--- src/hw/rtl/bbp_pkg.sv ---
// Shared types and constants for the board bitmap packer.
package bbp_pkg;
  localparam int unsigned SQUARES = 64;
  localparam logic [6:0] VAR_PAYLOAD = 7'h7F;
  localparam logic [7:0] VAR_MORE = 8'h80;
  localparam logic [3:0] EP_NONE = 4'd8;

  typedef struct packed {
    logic [63:0] occupied_map;
    logic [63:0] white_map;
    logic [63:0] pawn_map;
    logic [63:0] knight_map;
    logic [63:0] bishop_map;
    logic [63:0] rook_map;
    logic [63:0] queen_map;
    logic        side_white;
    logic [3:0]  castle_rights;
    logic [3:0]  ep_column;
    logic [63:0] halfmove_count;
    logic [63:0] fullmove_count;
  } pos_t;

  typedef struct packed {
    logic [63:0] out_word;
    logic [3:0]  byte_count;
    logic        last_word;
    logic [9:0]  total_bits;
    logic [6:0]  total_bytes;
    logic [6:0]  piece_count;
  } word_t;

  // Front-end job handed to the back end: one bit-field to emit.
  // A job is either a raw field (value, length) or a masked extract.
  typedef struct packed {
    logic [63:0] value;
    logic [63:0] mask;
    logic [6:0]  len;
    logic        extract;
    logic        last;
    logic [6:0]  piece_count;
  } job_t;
endpackage

--- src/hw/rtl/bbp_fifo.sv ---
// Short job queue between front and back ends.
module bbp_fifo import bbp_pkg::*; #(parameter int unsigned Depth = 4) (
  input  logic clk,
  input  logic rst,
  input  logic in_valid,
  input  job_t in_data,
  output logic in_ready,
  output logic out_valid,
  output job_t out_data,
  input  logic out_ready
);
  localparam int unsigned AW = $clog2(Depth);
  job_t            mem [Depth];
  logic [AW-1:0]   wp, rp;
  logic [AW:0]     cnt;
  logic            push, pop;

  assign in_ready = (cnt != (AW+1)'(Depth));
  assign out_valid = (cnt != '0);
  assign out_data = mem[rp];
  assign push = in_valid && in_ready;
  assign pop = out_valid && out_ready;

  always_ff @(posedge clk) begin
    if (rst) begin
      wp <= '0; rp <= '0; cnt <= '0;
    end else begin
      if (push) wp <= (wp == AW'(Depth-1)) ? '0 : wp + 1'b1;
      if (pop) rp <= (rp == AW'(Depth-1)) ? '0 : rp + 1'b1;
      cnt <= cnt + (AW+1)'(push) - (AW+1)'(pop);
    end
  end
  always_ff @(posedge clk) if (push) mem[wp] <= in_data;

  assert property (@(posedge clk) disable iff (rst) cnt <= (AW+1)'(Depth))
    else $error("queue overflow");
  assert property (@(posedge clk) disable iff (rst) (cnt == '0) |-> !pop)
    else $error("pop from empty queue");
  assert property (@(posedge clk) disable iff (rst)
    (push && !pop) |=> cnt == $past(cnt) + 1'b1) else $error("count slip");
endmodule

--- config.mk ---
export PLATFORM = sky130hd
export DESIGN_NAME = bbp_fifo
export DESIGN_NICKNAME = d
export VERILOG_FILES = /design/src/hw/rtl/bbp_pkg.sv /design/src/hw/rtl/bbp_fifo.sv
export SDC_FILE = /design/constraint.sdc
export NUM_CORES = 1
export LEC_CHECK = 0
export ABC_AREA = 1
export BUFFER_PORTS_ARGS = -buffer_cell sky130_fd_sc_hd__buf_2
export CORE_MARGIN = 4
export CORE_UTILIZATION = 57
export CTS_CLUSTER_SIZE = 10
export DETAILED_ROUTE_END_ITERATION = 10
export GPL_TIMING_DRIVEN = 0
export PLACE_DENSITY_LB_ADDON = 0.15
export SLEW_MARGIN = 20
export SYNTH_ARGS = -nofsm -noshare
export SYNTH_HDL_FRONTEND = slang
export SYNTH_SLANG_ARGS = --single-unit
--- constraint.sdc ---
create_clock -name clk -period 8.5 [get_ports clk]
set_input_delay 0.85 -clock clk [delete_from_list [all_inputs] [get_ports clk]]
set_output_delay 0.85 -clock clk [all_outputs]
set_load 0.02 [all_outputs]
==> flow_metrics.env <==
export IMPL_status="completed"
export IMPL_fin_nets=2008
export IMPL_clockBufferDepth=3
export IMPL_post_place_ws_ps=5390
export IMPL_intPower_mw=5.83
export IMPL_leakagePower_nw=9.37
export IMPL_cap_violations=0
export IMPL_end_kind="primary output"
export IMPL_p_switching_mw=2.93
export IMPL_drt_first_iter_violations=985
export IMPL_cts_tree="yes"
export IMPL_combPwrFrac_pct=30.8
export IMPL_root_buffer="clkbuf_16"
export IMPL_final_setup_worst_slack_ps=5210
export IMPL_hold_violations=0
export IMPL_boundaryPins=294
export IMPL_wl_per_cell_um=22.2
export IMPL_syn_area_sq_mm=0.0218
export IMPL_numCtsBuffers=68
export IMPL_synth_edf_count=576
export IMPL_yosysTopAreaCellShare_pct=79.2
export IMPL_final_cells=2380
export IMPL_route_detailed_drc=0
export IMPL_fmax_mhz=304
export IMPL_timing_worst_setup_path_type="flop to primary output"
export IMPL_avgSynthCellArea_sq_um=15.0
export IMPL_yosysWarnings=0
export IMPL_critPathLaunchType="flop"
export IMPL_htreeDepth=3
export IMPL_arrival_ps=2440
export IMPL_total_power_mw=8.75
export IMPL_synth_top_cell_by_area="edfxtp_1"
export IMPL_vias=13700
export IMPL_dpl_cell_count=2293
export IMPL_period_needed_ps=3290
export IMPL_num_rows=71
export IMPL_post_cts_resized=0
export IMPL_maxSlewHeadroom_pct=55.1
export IMPL_path_max_fanout=10
export IMPL_clock_sinks=585
export IMPL_viasPerCell=5.76
export IMPL_finClkSkew_ps=13.7
export IMPL_tightest_slew_ps=672
export IMPL_yosys_top_cells_area="edfxtp_1 (79%), nor2_1 (5.2%), o21ai_0 (5.1%)"
export IMPL_ys_seq_elements=585
export IMPL_synthToLayoutAreaGrowth_pct=21.4
export IMPL_setup_viol=0
export IMPL_die_x_um=204
export IMPL_numPortBuffers=293
export IMPL_syn_nets=1616
export IMPL_dr_pass1_iters=5
export IMPL_dp_hpwl_um=34000
export IMPL_clkTransAtPathRegs_ps=50
export IMPL_required_ps=7650
export IMPL_grt_pass1_vias=13800
export IMPL_rsz0062_at_grt="false"
export IMPL_ys_async_sr_fraction_pct=0
export IMPL_synth_cell_types=22
export IMPL_core_sq_mm=0.0378
export IMPL_place_gp_congestion=0.767
export IMPL_yosys_top_cells_count="edfxtp_1 (576), nor2_1 (300), o21ai_0 (223), o22ai_1 (144), o21ai_1 (66)"
export IMPL_clkPwrFrac_pct=28.3
export IMPL_seqPwrFrac_pct=40.9
export IMPL_grt_pass1_wl_um=79800
export IMPL_powerDensity_mw_per_mm2=330
export IMPL_grt_max_degree=24
export IMPL_postCtsSetupRepairBufs=0
export IMPL_peakVddDrop_uv=275
export IMPL_die_y_um=204
export IMPL_die_area_sq_mm=0.0415
export IMPL_antenna_found_initial=18
export IMPL_grt_usage_pct=25.3
export IMPL_p_sw_share_pct=33.4
export IMPL_fin_crit_sh_pct=38.7
export IMPL_fillers=2536
export IMPL_start_util_pct=57.9
export IMPL_hp_class="primary input to flop"
export IMPL_clk_latency_ps=570
export IMPL_netlist_instances=1460
export IMPL_synthFlopType="edfxtp_1"
export IMPL_final_layout_size_suffix_gt1_share_pct=24.3
export IMPL_grt_overflow_total=0
export IMPL_cts_hold_buf=0
export IMPL_yosysMostFrequentCell="edfxtp_1"
export IMPL_yosysSeqAreaShare_pct=80.0
export IMPL_finalWirelength_um=52700
export IMPL_slew_violations=0
export IMPL_antenna_left=0
## cell families after synthesis
logic type | synth area share [%]
AOI/OAI and AO/OA | 10.9
buffers and inverters | 3.14
and+or+nand+nor | 5.45
adders and majority gates | 0.493
DFF | 80.0
## worst max-delay path, stage by stage (launching register included)
cell	delay (ps)
dfxtp_1	290
buf_4	190
clkinv_2	210
buf_2	340
buf_2	300
o21ai_1	110
o22ai_1	200
buf_2	210
## layer usage
layer  routed length [um]  global-route usage (%)
met1                19900                    32.3
met2                26500                    42.5
met3                 4950                    7.62
met4                 1170                    7.40
met5                  164                       0
## flip-flops by register name (all words and copies together) (netlist names), named ones only
register and cells:
mem 576, cnt 3, rp 2, wp 2
## final cells by class
| class | instances | area (sq um) | share of cell area, % |
|---|---|---|---|
| flip-flops and latches | 585 | 17500 | 65.9 |
| diodes | 6 | 15.0 | 0.0566 |
| clock inverters | 2 | 13.8 | 0.0519 |
| inverters | 18 | 76.3 | 0.288 |
| multi-input cells | 763 | 3710 | 14.0 |
| repair buffers | 322 | 2170 | 8.20 |
| plain buffers | 94 | 609 | 2.30 |
| clock buffers | 79 | 1810 | 6.81 |
| well taps | 511 | 639 | 2.41 |
## layout by cell type, fill, tap and decap left out, types with 4 or more instances in the layout
master,netlist,final
buf_6,23,23
nor2_1,300,296
buf_16,0,17
clkbuf_1,42,50
nand2_1,12,12
nand3_1,4,4
o21ai_0,223,223
buf_4,5,5
o22ai_1,144,144
nor2_4,0,4
edfxtp_1,576,576
clkbuf_16,0,71
ha_1,7,7
diode_2,0,6
a21oi_1,4,4
buf_2,20,313
buf_12,1,13
dfxtp_1,9,9
o21ai_1,66,66
inv_1,16,16
## through the flow
step | utilization, % | hold slack [ps] | area (sq um) | TNS [ps]
after global routing | 70.2 | 443 | 26500 | 0
final | 70.3 | 467 | 26500 | 0
after CTS | 70.2 | 441 | 26500 | 0
after global placement | 63.4 | 524 | 23900 | -2206790
after floorplan | - | 483 | 21800 | 0
after detailed placement | 65.4 | 534 | 24700 | 0
## power by group through the flow
stage	clock network, mW	registers (mW)	logic (mW)
6_report	2.47	3.58	2.70
5_1_grt	2.64	3.60	2.92
4_1_cts	2.51	3.58	2.72
3_5_place_dp	0	3.64	2.71
3_3_place_gp	0	3.78	2.54
2_1_floorplan	0	3.71	1.59
## path summary, 6_finish.rpt
| path | slack (ps) | cells past startpoint | to | from |
|---|---|---|---|---|
| max | 5210 | 7 | out_data[96] | flop |
| min | 470 | 2 | cnt[0] | rst |
| max reg2reg | 5730 | 8 | mem[2][91] | cnt[1] |
| min reg2reg | 530 | 2 | flop | rp[1] |
Power figures use the tool's default switching activity.
